## src/rtl/mm_pkg.sv

```systemverilog
// shared constants, types and helpers for the matrix multiply block
`default_nettype none

package mm_pkg;

  localparam int MAX_DIM    = 8;
  localparam int ELEM_WIDTH = 16;
  localparam int DEPTH      = MAX_DIM * MAX_DIM;
  localparam int ADDR_W     = $clog2(DEPTH);
  localparam int CNT_W      = ADDR_W + 1;
  localparam int IDX_W      = $clog2(MAX_DIM);
  localparam int DIM_W      = 4;
  localparam int SUM_W      = 35;
  localparam int PROD_W     = 2 * ELEM_WIDTH;
  localparam int CFG_IDX_W  = 3;

  typedef enum logic [CFG_IDX_W-1:0] {
    CFG_A_ROWS = 3'd0,
    CFG_A_COLS = 3'd1,
    CFG_B_ROWS = 3'd2,
    CFG_B_COLS = 3'd3,
    CFG_A_TR   = 3'd4,
    CFG_B_TR   = 3'd5
  } cfg_reg_e;

  typedef enum logic {
    MODE_A = 1'b0,
    MODE_B = 1'b1
  } mode_e;

  typedef enum logic [1:0] {
    ST_IDLE,
    ST_CALC,
    ST_DRAIN,
    ST_OUT
  } state_e;

  typedef struct packed {
    logic accept;
    logic clr_ij;
    logic step_ij;
    logic clr_k;
    logic issue;
    logic ld_out;
    logic ld_null;
  } ctrl_cmd_t;

  typedef struct packed {
    logic mismatch;
    logic k_last;
    logic pipe_busy;
    logic out_last;
  } dp_status_t;

  // dimension register to (used dimension - 1)
  function automatic logic [IDX_W-1:0] dim_m1(input logic [DIM_W-1:0] r);
    logic [IDX_W-1:0] res;
    if (r == '0) begin
      res = '0;
    end else if (r > DIM_W'(MAX_DIM)) begin
      res = IDX_W'(MAX_DIM - 1);
    end else begin
      res = IDX_W'(r - DIM_W'(1));
    end
    return res;
  endfunction

endpackage

`default_nettype wire

```

## src/rtl/mm_ram.sv

```systemverilog
// generic single-write, single-read RAM with registered read data
`default_nettype none

module mm_ram #(
  parameter int WIDTH = 16,
  parameter int DEPTH = 64
) (
  input  wire logic                     clk_i,
  input  wire logic                     we_i,
  input  wire logic [$clog2(DEPTH)-1:0] waddr_i,
  input  wire logic [WIDTH-1:0]         wdata_i,
  input  wire logic [$clog2(DEPTH)-1:0] raddr_i,
  output      logic [WIDTH-1:0]         rdata_o
);

  logic [WIDTH-1:0] mem_q [DEPTH];

  always_ff @(posedge clk_i) begin
    if (we_i) begin
      mem_q[waddr_i] <= wdata_i;
    end
    rdata_o <= mem_q[raddr_i];
  end

endmodule

`default_nettype wire

```

## src/rtl/mm_ctrl.sv

```systemverilog
// controller state machine: load, multiply-accumulate sequencing, result beat
`default_nettype none

module mm_ctrl (
  input  wire logic               clk_i,
  input  wire logic               rst_ni,
  input  wire logic               in_valid_i,
  input  wire logic               in_mode_i,
  input  wire logic               in_final_element_i,
  input  wire logic               out_ready_i,
  input  wire mm_pkg::dp_status_t status_i,
  output      logic               in_ready_o,
  output      logic               out_valid_o,
  output      mm_pkg::ctrl_cmd_t  cmd_o
);

  mm_pkg::state_e state_q, state_d;

  always_ff @(posedge clk_i or negedge rst_ni) begin
    if (!rst_ni) begin
      state_q <= mm_pkg::ST_IDLE;
    end else begin
      state_q <= state_d;
    end
  end

  always_comb begin
    state_d     = state_q;
    cmd_o       = '0;
    in_ready_o  = 1'b0;
    out_valid_o = 1'b0;
    case (state_q)
      mm_pkg::ST_IDLE: begin
        in_ready_o = 1'b1;
        if (in_valid_i) begin
          cmd_o.accept = 1'b1;
          if ((in_mode_i == mm_pkg::MODE_B) && in_final_element_i) begin
            if (status_i.mismatch) begin
              cmd_o.ld_null = 1'b1;
              state_d       = mm_pkg::ST_OUT;
            end else begin
              cmd_o.clr_ij = 1'b1;
              cmd_o.clr_k  = 1'b1;
              state_d      = mm_pkg::ST_CALC;
            end
          end
        end
      end
      mm_pkg::ST_CALC: begin
        cmd_o.issue = 1'b1;
        if (status_i.k_last) begin
          state_d = mm_pkg::ST_DRAIN;
        end
      end
      mm_pkg::ST_DRAIN: begin
        if (!status_i.pipe_busy) begin
          cmd_o.ld_out = 1'b1;
          state_d      = mm_pkg::ST_OUT;
        end
      end
      mm_pkg::ST_OUT: begin
        out_valid_o = 1'b1;
        if (out_ready_i) begin
          if (status_i.out_last) begin
            state_d = mm_pkg::ST_IDLE;
          end else begin
            cmd_o.step_ij = 1'b1;
            cmd_o.clr_k   = 1'b1;
            state_d       = mm_pkg::ST_CALC;
          end
        end
      end
      default: begin
        state_d = mm_pkg::ST_IDLE;
      end
    endcase
  end

endmodule

`default_nettype wire

```

## src/rtl/mm_dp.sv

```systemverilog
// datapath: config registers, element stores, index counters, mac, result register
`default_nettype none

module mm_dp (
  input  wire logic                                clk_i,
  input  wire logic                                rst_ni,
  input  wire logic                                cfg_valid_i,
  input  wire logic [mm_pkg::CFG_IDX_W-1:0]        cfg_index_i,
  input  wire logic [mm_pkg::DIM_W-1:0]            cfg_data_i,
  input  wire logic                                in_mode_i,
  input  wire logic signed [mm_pkg::ELEM_WIDTH-1:0] in_element_i,
  input  wire logic                                in_final_element_i,
  input  wire mm_pkg::ctrl_cmd_t                   cmd_i,
  output      mm_pkg::dp_status_t                  status_o,
  output      logic signed [mm_pkg::SUM_W-1:0]     out_sum_o,
  output      logic [mm_pkg::IDX_W-1:0]            out_row_o,
  output      logic [mm_pkg::IDX_W-1:0]            out_col_o,
  output      logic                                out_null_result_o,
  output      logic                                out_last_o
);

  localparam int AW = mm_pkg::ADDR_W;
  localparam int IW = mm_pkg::IDX_W;

  logic [mm_pkg::DIM_W-1:0] a_rows_q, a_cols_q, b_rows_q, b_cols_q;
  logic                     a_tr_q, b_tr_q;
  logic [mm_pkg::CNT_W-1:0] cnt_a_q, cnt_a_d, cnt_b_q, cnt_b_d;
  logic [IW-1:0]            i_q, i_d, j_q, j_d, k_q, k_d;
  logic                     rd_v_q, p_v_q;
  logic signed [mm_pkg::PROD_W-1:0] prod_q;
  logic signed [mm_pkg::SUM_W-1:0]  acc_q, acc_d;
  logic [IW-1:0]            arm1, acm1, brm1, bcm1;
  logic [AW-1:0]            ar, ac, br, bc;
  logic [AW-1:0]            a_raddr, b_raddr;
  logic                     we_a, we_b;
  logic [mm_pkg::ELEM_WIDTH-1:0] rdata_a, rdata_b;
  logic                     i_last, j_last;

  // config registers
  always_ff @(posedge clk_i or negedge rst_ni) begin
    if (!rst_ni) begin
      a_rows_q <= mm_pkg::DIM_W'(1);
      a_cols_q <= mm_pkg::DIM_W'(1);
      b_rows_q <= mm_pkg::DIM_W'(1);
      b_cols_q <= mm_pkg::DIM_W'(1);
      a_tr_q   <= 1'b0;
      b_tr_q   <= 1'b0;
    end else if (cfg_valid_i) begin
      case (cfg_index_i)
        mm_pkg::CFG_A_ROWS: a_rows_q <= cfg_data_i;
        mm_pkg::CFG_A_COLS: a_cols_q <= cfg_data_i;
        mm_pkg::CFG_B_ROWS: b_rows_q <= cfg_data_i;
        mm_pkg::CFG_B_COLS: b_cols_q <= cfg_data_i;
        mm_pkg::CFG_A_TR:   a_tr_q   <= cfg_data_i[0];
        mm_pkg::CFG_B_TR:   b_tr_q   <= cfg_data_i[0];
        default: ;
      endcase
    end
  end

  assign arm1 = mm_pkg::dim_m1(a_rows_q);
  assign acm1 = mm_pkg::dim_m1(a_cols_q);
  assign brm1 = mm_pkg::dim_m1(b_rows_q);
  assign bcm1 = mm_pkg::dim_m1(b_cols_q);
  assign ar   = AW'(arm1) + AW'(1);
  assign ac   = AW'(acm1) + AW'(1);
  assign br   = AW'(brm1) + AW'(1);
  assign bc   = AW'(bcm1) + AW'(1);

  // load counters, saturating at store depth
  assign we_a = cmd_i.accept && (in_mode_i == mm_pkg::MODE_A) &&
                (cnt_a_q < mm_pkg::CNT_W'(mm_pkg::DEPTH));
  assign we_b = cmd_i.accept && (in_mode_i == mm_pkg::MODE_B) &&
                (cnt_b_q < mm_pkg::CNT_W'(mm_pkg::DEPTH));

  always_comb begin
    cnt_a_d = cnt_a_q;
    cnt_b_d = cnt_b_q;
    if (we_a) begin
      cnt_a_d = cnt_a_q + mm_pkg::CNT_W'(1);
    end
    if (we_b) begin
      cnt_b_d = cnt_b_q + mm_pkg::CNT_W'(1);
    end
    if (cmd_i.accept && (in_mode_i == mm_pkg::MODE_B) && in_final_element_i) begin
      cnt_a_d = '0;
      cnt_b_d = '0;
    end
  end

  // index counters
  assign i_last = (i_q == arm1);
  assign j_last = (j_q == bcm1);

  always_comb begin
    i_d = i_q;
    j_d = j_q;
    k_d = k_q;
    if (cmd_i.clr_ij) begin
      i_d = '0;
      j_d = '0;
    end else if (cmd_i.step_ij) begin
      if (j_last) begin
        j_d = '0;
        i_d = i_q + IW'(1);
      end else begin
        j_d = j_q + IW'(1);
      end
    end
    if (cmd_i.clr_k) begin
      k_d = '0;
    end else if (cmd_i.issue) begin
      k_d = k_q + IW'(1);
    end
  end

  always_ff @(posedge clk_i or negedge rst_ni) begin
    if (!rst_ni) begin
      cnt_a_q <= '0;
      cnt_b_q <= '0;
      i_q     <= '0;
      j_q     <= '0;
      k_q     <= '0;
      rd_v_q  <= 1'b0;
      p_v_q   <= 1'b0;
    end else begin
      cnt_a_q <= cnt_a_d;
      cnt_b_q <= cnt_b_d;
      i_q     <= i_d;
      j_q     <= j_d;
      k_q     <= k_d;
      rd_v_q  <= cmd_i.issue;
      p_v_q   <= rd_v_q;
    end
  end

  // store addresses of logical (i, k) in A and (k, j) in B
  assign a_raddr = a_tr_q ? (AW'(k_q) * ar + AW'(i_q)) : (AW'(i_q) * ac + AW'(k_q));
  assign b_raddr = b_tr_q ? (AW'(j_q) * br + AW'(k_q)) : (AW'(k_q) * bc + AW'(j_q));

  mm_ram #(
    .WIDTH (mm_pkg::ELEM_WIDTH),
    .DEPTH (mm_pkg::DEPTH)
  ) u_store_a (
    .clk_i   (clk_i),
    .we_i    (we_a),
    .waddr_i (cnt_a_q[AW-1:0]),
    .wdata_i (in_element_i),
    .raddr_i (a_raddr),
    .rdata_o (rdata_a)
  );

  mm_ram #(
    .WIDTH (mm_pkg::ELEM_WIDTH),
    .DEPTH (mm_pkg::DEPTH)
  ) u_store_b (
    .clk_i   (clk_i),
    .we_i    (we_b),
    .waddr_i (cnt_b_q[AW-1:0]),
    .wdata_i (in_element_i),
    .raddr_i (b_raddr),
    .rdata_o (rdata_b)
  );

  // multiply, then accumulate
  always_comb begin
    acc_d = acc_q;
    if (cmd_i.clr_k) begin
      acc_d = '0;
    end else if (p_v_q) begin
      acc_d = acc_q + mm_pkg::SUM_W'(prod_q);
    end
  end

  always_ff @(posedge clk_i) begin
    prod_q <= $signed(rdata_a) * $signed(rdata_b);
    acc_q  <= acc_d;
  end

  // result register
  always_ff @(posedge clk_i or negedge rst_ni) begin
    if (!rst_ni) begin
      out_null_result_o <= 1'b0;
      out_last_o        <= 1'b0;
    end else if (cmd_i.ld_null) begin
      out_null_result_o <= 1'b1;
      out_last_o        <= 1'b1;
    end else if (cmd_i.ld_out) begin
      out_null_result_o <= 1'b0;
      out_last_o        <= i_last && j_last;
    end
  end

  always_ff @(posedge clk_i) begin
    if (cmd_i.ld_null) begin
      out_sum_o <= '0;
      out_row_o <= '0;
      out_col_o <= '0;
    end else if (cmd_i.ld_out) begin
      out_sum_o <= acc_q;
      out_row_o <= i_q;
      out_col_o <= j_q;
    end
  end

  assign status_o.mismatch  = (acm1 != brm1);
  assign status_o.k_last    = (k_q == acm1);
  assign status_o.pipe_busy = rd_v_q || p_v_q;
  assign status_o.out_last  = out_last_o;

endmodule

`default_nettype wire

```

## src/rtl/matrix_multiply.sv

```systemverilog
// top level of the matrix multiply block: controller plus datapath
// loading: one cycle per element beat, in_ready high only while idle (no product running, no result pending)
// product: each result runs through the single shared mac
// (one store read per term, then multiply and accumulate stages), plus output handshake
// a dimension mismatch gives one null result beat on the cycle after the final element
// reset (async, active low): dimensions 1, no transpose, load counts zero; stores not cleared
`default_nettype none

module matrix_multiply (
  input  wire logic                                 clk_i,
  input  wire logic                                 rst_ni,
  input  wire logic                                 cfg_valid_i,
  output      logic                                 cfg_ready_o,
  input  wire logic [mm_pkg::CFG_IDX_W-1:0]         cfg_index_i,
  input  wire logic [mm_pkg::DIM_W-1:0]             cfg_data_i,
  input  wire logic                                 in_valid_i,
  output      logic                                 in_ready_o,
  input  wire logic                                 in_mode_i,
  input  wire logic signed [mm_pkg::ELEM_WIDTH-1:0] in_element_i,
  input  wire logic                                 in_final_element_i,
  output      logic                                 out_valid_o,
  input  wire logic                                 out_ready_i,
  output      logic signed [mm_pkg::SUM_W-1:0]      out_sum_o,
  output      logic [mm_pkg::IDX_W-1:0]             out_row_o,
  output      logic [mm_pkg::IDX_W-1:0]             out_col_o,
  output      logic                                 out_null_result_o,
  output      logic                                 out_last_o
);

  mm_pkg::ctrl_cmd_t  cmd;
  mm_pkg::dp_status_t status;

  assign cfg_ready_o = 1'b1;

  mm_ctrl u_ctrl (
    .clk_i              (clk_i),
    .rst_ni             (rst_ni),
    .in_valid_i         (in_valid_i),
    .in_mode_i          (in_mode_i),
    .in_final_element_i (in_final_element_i),
    .out_ready_i        (out_ready_i),
    .status_i           (status),
    .in_ready_o         (in_ready_o),
    .out_valid_o        (out_valid_o),
    .cmd_o              (cmd)
  );

  mm_dp u_dp (
    .clk_i              (clk_i),
    .rst_ni             (rst_ni),
    .cfg_valid_i        (cfg_valid_i),
    .cfg_index_i        (cfg_index_i),
    .cfg_data_i         (cfg_data_i),
    .in_mode_i          (in_mode_i),
    .in_element_i       (in_element_i),
    .in_final_element_i (in_final_element_i),
    .cmd_i              (cmd),
    .status_o           (status),
    .out_sum_o          (out_sum_o),
    .out_row_o          (out_row_o),
    .out_col_o          (out_col_o),
    .out_null_result_o  (out_null_result_o),
    .out_last_o         (out_last_o)
  );

  a_no_overlap: assert property (@(posedge clk_i) disable iff (!rst_ni)
    !(in_ready_o && out_valid_o))
    else $error("input accepted while a result beat is pending");

  a_null_is_last: assert property (@(posedge clk_i) disable iff (!rst_ni)
    (out_valid_o && out_null_result_o) |-> (out_last_o && (out_sum_o == '0)))
    else $error("null result beat not last or nonzero");

  a_last_frees_input: assert property (@(posedge clk_i) disable iff (!rst_ni)
    (out_valid_o && out_ready_i && out_last_o) |=> in_ready_o)
    else $error("input not ready after last result beat");

  a_mismatch_null: assert property (@(posedge clk_i) disable iff (!rst_ni)
    (in_valid_i && in_ready_o && in_mode_i && in_final_element_i && status.mismatch)
      |=> (out_valid_o && out_null_result_o))
    else $error("dimension mismatch did not give a null beat");

endmodule

`default_nettype wire
```

## config.mk

```make
export PLATFORM = sky130hd
export DESIGN_NAME = matrix_multiply
export DESIGN_NICKNAME = d
export VERILOG_FILES = /design/src/rtl/mm_pkg.sv /design/src/rtl/mm_ram.sv /design/src/rtl/mm_ctrl.sv /design/src/rtl/mm_dp.sv /design/src/rtl/matrix_multiply.sv
export SDC_FILE = /design/constraint.sdc
export NUM_CORES = 2
export LEC_CHECK = 0
export BUFFER_PORTS_ARGS = -buffer_cell sky130_fd_sc_hd__buf_2
export CAP_MARGIN = 10
export CORE_AREA = 2 2 473 475
export CTS_CLUSTER_DIAMETER = 100
export DETAILED_ROUTE_END_ITERATION = 6
export DIE_AREA = 0 0 475 477
export GPL_TIMING_DRIVEN = 0
export SKIP_CTS_REPAIR_TIMING = 1
export SYNTH_ARGS = -nofsm -noshare
export SYNTH_HDL_FRONTEND = slang
export SYNTH_SLANG_ARGS = --single-unit
```

## constraint.sdc

```tcl
create_clock -name clk_i -period 6.85 [get_ports clk_i]
set_input_delay 0.3425 -clock clk_i [delete_from_list [all_inputs] [get_ports clk_i]]
set_output_delay 0.3425 -clock clk_i [all_outputs]
set_load 0.03 [all_outputs]
```

Word-level counts from Yosys, hierarchy flattened
Memories as Yosys holds them, arrays and structs flattened. A register that Yosys moved wholly into a read port is not among the register bits. Cells that the tools add are included.

Bits in registers: 155. Memories: 2. Output and inout port bits: 46. Memory bits (writable): 2048.

$mul: 5. Bitwise logic cells: 1. $add $sub $neg: 18. Reduce and logical (&&, ||, !) cells: 28. $lt $le $gt $ge: 6. Eq/ne operators: 17. Muxes and demuxes: 56.

Memory list: u_dp.u_store_a.mem_q (words 64, bits a word 16, rd ports 1, clocked after memory_dff 1, write ports 1, RTL line mm_ram.sv:16) `logic [WIDTH-1:0] mem_q [DEPTH];`; u_dp.u_store_b.mem_q (words 64, bits a word 16, rd ports 1, clocked after memory_dff 1, write ports 1, RTL line mm_ram.sv:16).

Operators by type and width (count): $mux 3 (16); $add 35x32->35 (1); $mul 16x16->32 (1); $mux 7 (4); $add 6x3->6 (4); $mul 3x6->6 (4); $mux 1 (22); $mux 2 (10); $add 3x1->4 const B (4); $gt 4x4->1 const B (4); $logic_not 4->1 (4); $add 7x1->7 const B (2); $lt 7x7->1 const B (2); $reduce_and 2->1 (7); $mux 6 (2); $reduce_bool 2->1 (6); $sub 3x1->3 const B (4); $add 3x1->3 const B (3); $eq 3x3->1 (3); $ne 2x2->1 const B (4); $pmux 2 s4 (1); $logic_and 1x1->1 (7); $eq 3x2->1 const B (2); $eq 3x3->1 const B (2); 11 further kinds (12).

Longest topological paths before layout
Depth after elaboration: 12. Depth in mapped cells: 25. Mapped depth without buffers: 24.

Modules after synthesis
From an unflattened synthesis, not the netlist that was laid out.

Cell total of the unflattened synthesis: 5745. Area total of the unflattened synthesis: 99135.1 sq um.

By module, submodules not included: mm_ram (area each 40042.2 sq um, seq. area each 31069.8 sq um, instances 2, cells each 1829); mm_dp (area each 18770.5 sq um, seq. area each 3293.2 sq um, instances 1, cells each 2054); mm_ctrl (area each 269.0 sq um, seq. area each 50.0 sq um, instances 1, cells each 31); matrix_multiply (area each 11.3 sq um, seq. area each 0.0 sq um, instances 1, cells each 2).

Worst setup path before layout
Ideal clock, no wire load.

Path kind: reg2reg. From: register u_dp.u_store_b.rdata_o[2], read port of u_dp.u_store_b.mem_q. To: register u_dp.prod_q[31] (netlist name). Path slack: 0.753 ns. Data required time: 6.778 ns. Path buffers: 1. Period minus slack after synthesis: 6.097 ns. Arrival time: 6.024 ns. Library setup time: 0.072 ns. Cell stages (with the launch flop): 21. Cells stage by stage: dfxtp_1 clkbuf_1 nand2_1 fa_1 inv_1 fa_1 inv_1 fa_1 fa_1 fa_1 fa_1 inv_1 ha_1 and3_1 a31oi_1 o21ai_0 o31ai_1 a21oi_1 a211o_1 a21oi_1 xnor2_1.

Longest elaborated chain between the ends: 1.

RTL lines: start, declared (RTL line mm_ram.sv:13) `output logic [WIDTH-1:0] rdata_o`; $mul 16x16->32 (RTL line mm_dp.sv:176) `prod_q <= $signed(rdata_a) * $signed(rdata_b);`; end signal, assigned (RTL line mm_dp.sv:176); end, declared (RTL line mm_dp.sv:30) `logic signed [mm_pkg::PROD_W-1:0] prod_q;`.

No other way between the ends. A chain may end at the register's enable or synchronous reset.

Final worst setup path
From: register u_dp.a_rows_q[0] (netlist name). To: register u_dp.u_store_a.rdata_o[8], read port of u_dp.u_store_a.mem_q.

Longest elaborated chain between the ends: 7.

RTL lines: start, declared (RTL line mm_dp.sv:25) `logic [mm_pkg::DIM_W-1:0] a_rows_q, a_cols_q, b_rows_q, b_cols_q;`; start signal, assigned (RTL line mm_dp.sv:42) `a_rows_q <= mm_pkg::DIM_W'(1);`; start signal, assigned (RTL line mm_dp.sv:50) `mm_pkg::CFG_A_ROWS: a_rows_q <= cfg_data_i;`; $gt 4x4->1 or $sub 3x1->3 (tied branches) (RTL line mm_pkg.sv:60, mm_pkg.sv:63); $mux 3 (RTL line mm_pkg.sv:60) `end else if (r > DIM_W'(MAX_DIM)) begin`; $mux 3 (*) (RTL line mm_pkg.sv:58) `if (r == '0) begin`; $add 3x1->4 (*) (RTL line mm_dp.sv:65) `assign ar = AW'(arm1) + AW'(1);`; $mul 3x6->6 (*) (RTL line mm_dp.sv:138) `assign a_raddr = a_tr_q ? (AW'(k_q) * ar + AW'(i_q)) : (AW'(i_q) * ac + AW'(k_q));`; $add 6x3->6 (*) (RTL line mm_dp.sv:138); $mux 6 (*) (RTL line mm_dp.sv:138); end, declared (RTL line mm_ram.sv:13).

Mark *: on every way between the ends. The rest lies on a longest branch, timed or not.

==> results_dict.tcl <==
set metrics [dict create \
    die_h_microns 477 \
    setup_ws_ps 172 \
    synth_ff_type "edfxtp_1" \
    rrSetupSlack_ps 170 \
    period_needed_ps 6680 \
    worstReg2RegEnd "u_dp.u_store_a.rdata_o[8]" \
    grt_use_total_pct 22.3 \
    ant_nets 0 \
    status "completed" \
    grt_pass1_vias 54880 \
    final_core_util_pct 51.2 \
    start_util_pct 44.7 \
    h-tree-depth 4 \
    yosys_warnings 0 \
    synthArstFlopShare_pct 2.10 \
    worstReg2RegStart "u_dp.a_rows_q[0]" \
    synth_edf_count 2048 \
    core_sq_um 221000 \
    io_pins 76 \
    hold_depth 1 \
    cp_data_required_time_ps 7490 \
    die-area_sq_um 227000 \
    clkTransAtPathRegs_ps 60 \
    cts_buffers 217 \
    hold_start "in_element_i[14]" \
    cts_tree "built" \
    place.gp.congestion 0.979 \
    area_growth_pct 14.5 \
    fmax_mhz 150 \
    crit_path_end_kind "flop" \
    setup_viol 0 \
    routed_wl_microns 252000 \
    report.final.slew_viol_count 0 \
    grt_max_degree 98 \
    vias_per_cell 5.67 \
    num-nets-final 6890 \
    arrival_ps 7320 \
    path_class "reg -> reg" \
    syn_inst 5948 \
    hpwl_microns 173000 \
    syn-num-nets 6429 \
    synth_area_sq_um 99100 \
    max-clock-path-buffers 3 \
    grt_pass1_wl_microns 370000 \
    hp-class "in -> reg" \
    synth_area_per_cell_sq_um 16.7 \
    clock_sinks 2235 \
    post-route-period-util_pct 97.5 \
    drt_iter0_markers 5956 \
    whs_endpoint "u_dp.u_store_a.mem_q[6][14]" \
    register_area_sq_um 65500 \
    ys_ff_latch 2235 \
    max_cap_violations 0 \
    num_vias 54246 \
    antenna_found_initial 9 \
    reg2reg_depth 19 \
    multi_input_area_sq_um 31300 \
    final_layout_size_suffix_gt1_share_pct 20.9 \
    cp-start-kind "flop" \
    avgRoutedWirePerCell_microns 26.3 \
    grt_overflow 0 \
    crit_fanout 10 \
    dp_slack_ps -593 \
    drc 0 \
    tightest_slew_ps 1310 \
    hold_violations 0 \
    clockRootBuffer "clkbuf_16" \
    slew_headroom_pct 12.7 \
    nFillCells 17955 \
    ys_types 80 \
    clk_latency_ps 880 \
    fin_worst_skew_ps 41.0 \
    dr.pass1.iters 5 \
    rsz0062_at_grt "false" \
    num_rows 173 \
    io_buffers 73 \
    floorplan.die.width_microns 475 \
    yosysSeqAreaShare_pct 66.1 \
]
-- placed cells by master, fill, tap and decap left out, types with 52 or more instances in the layout --
cell type	n
edfxtp_1	2048
nand2_1	640
mux4_2	512
inv_1	357
fa_1	278
and2_1	254
clkbuf_16	219
clkbuf_1	197
ha_1	172
a211oi_1	140
buf_2	139
a21oi_1	134
dfxtp_1	129
nor2_2	123
nor2_1	119
buf_8	101
xnor2_1	68
a31oi_1	68
nand3_1	59
o21ai_0	52
-- state kept, by name, indices dropped and copies added, names as in the netlist, 3 cells and up --
signal / count
u_dp.cnt_b_q: 7
u_dp.b_rows_q: 4
u_dp.j_q: 3
u_dp.prod_q: 32
u_dp.a_cols_q: 4
u_dp.u_store_a.mem_q: 1024
u_dp.u_store_a.rdata_o: 16
u_dp.a_rows_q: 4
u_dp.out_sum_o: 35
u_dp.u_store_b.mem_q: 1024
u_dp.out_row_o: 3
u_dp.cnt_a_q: 7
u_dp.acc_q: 35
u_dp.i_q: 3
u_dp.u_store_b.rdata_o: 16
u_dp.b_cols_q: 4
u_dp.k_q: 3
u_dp.out_col_o: 3
-- worst max-delay path, stage by stage, from the launching register on --
cell and delay [ps]:
dfstp_2 520, inv_1 60, ha_1 210, nand2b_1 120, nand2_1 70, a21oi_1 390
ha_1 330, and2_1 150, ha_1 290, ha_1 270, ha_1 300, mux2i_1 810
buf_2 440, buf_2 460, buf_2 360, mux4_2 380, nand2_1 150, a31oi_1 210
a211oi_1 680, a31oi_1 250
-- synthesized netlist by cell type, types with 43 or more instances --
cell type	count	area [sq um]
a211oi_1	141	1060
a21oi_1	137	686
a31oi_1	72	450
and2_1	254	1590
buf_2	81	405
clkbuf_1	179	672
dfrtp_1	43	1080
dfxtp_1	140	2800
edfxtp_1	2048	61500
fa_1	279	5590
ha_1	172	2150
inv_1	357	1340
mux4_2	512	11500
nand2_1	640	2400
nand3_1	59	295
nor2_1	242	908
o21ai_0	52	260
xnor2_1	68	596
-- final cells by class --
class                      count  area share (%)
tap                         2975            3.28
inverter                     360            1.19
timing repair buffer         245            2.69
multi-input combinational   3046            27.5
antenna                        7          0.0154
buffer                       304            1.27
sequential                  2235            57.7
clock inverter               119            1.13
clock buffer                 282            5.13
-- cells by family after synthesis --
kind of cell / count (synthesis) / synth area share, %
flops: 2235 / 66.1
simple gates: 1338 / 6.19
buf+inv: 667 / 2.78
compound gates: 606 / 4.21
mux: 550 / 12.0
fa+ha+maj: 453 / 7.83
xor+xnor: 98 / 0.866
other cells: 1 / 0.00378
-- through the flow --
stage / hold slack, ps / setup TNS (ps) / std cells / area (sq um)
after floorplan: 46.9 / 0 / 5948 / 99100
after global placement: 379 / -6930 / 8996 / 103000
after detailed placement: 388 / -7830 / 9133 / 106000
after CTS: -477 / -8580 / 9534 / 113000
after global routing: 5.42 / 0 / 9569 / 113000
final: 11.9 / 0 / 9573 / 113000
-- routing by layer --
layer	track usage, %	vias up	wire (microns)
met5	0	-	25
met4	6.71	4	7650
met3	3.58	377	17800
met2	35.5	1949	120000
met1	31.6	28410	107000
li1	-	23506	-
-- worst max-delay path by stage --
stage                               start                   endpoint  slack (ps)
3_3_place_gp   u_dp.u_store_a.rdata_o[15]            u_dp.prod_q[31]        -550
6_report                 u_dp.a_rows_q[0]  u_dp.u_store_a.rdata_o[8]         170
2_1_floorplan   u_dp.u_store_b.rdata_o[2]            u_dp.prod_q[31]         750
5_1_grt         u_dp.u_store_a.rdata_o[6]            u_dp.prod_q[30]           6
3_5_place_dp   u_dp.u_store_a.rdata_o[15]            u_dp.prod_q[31]        -590
4_1_cts        u_dp.u_store_a.rdata_o[15]            u_dp.prod_q[31]        -610
Power is not shown: default switching activity piles up to over one toggle a cycle in this logic, so the estimate is an artifact.
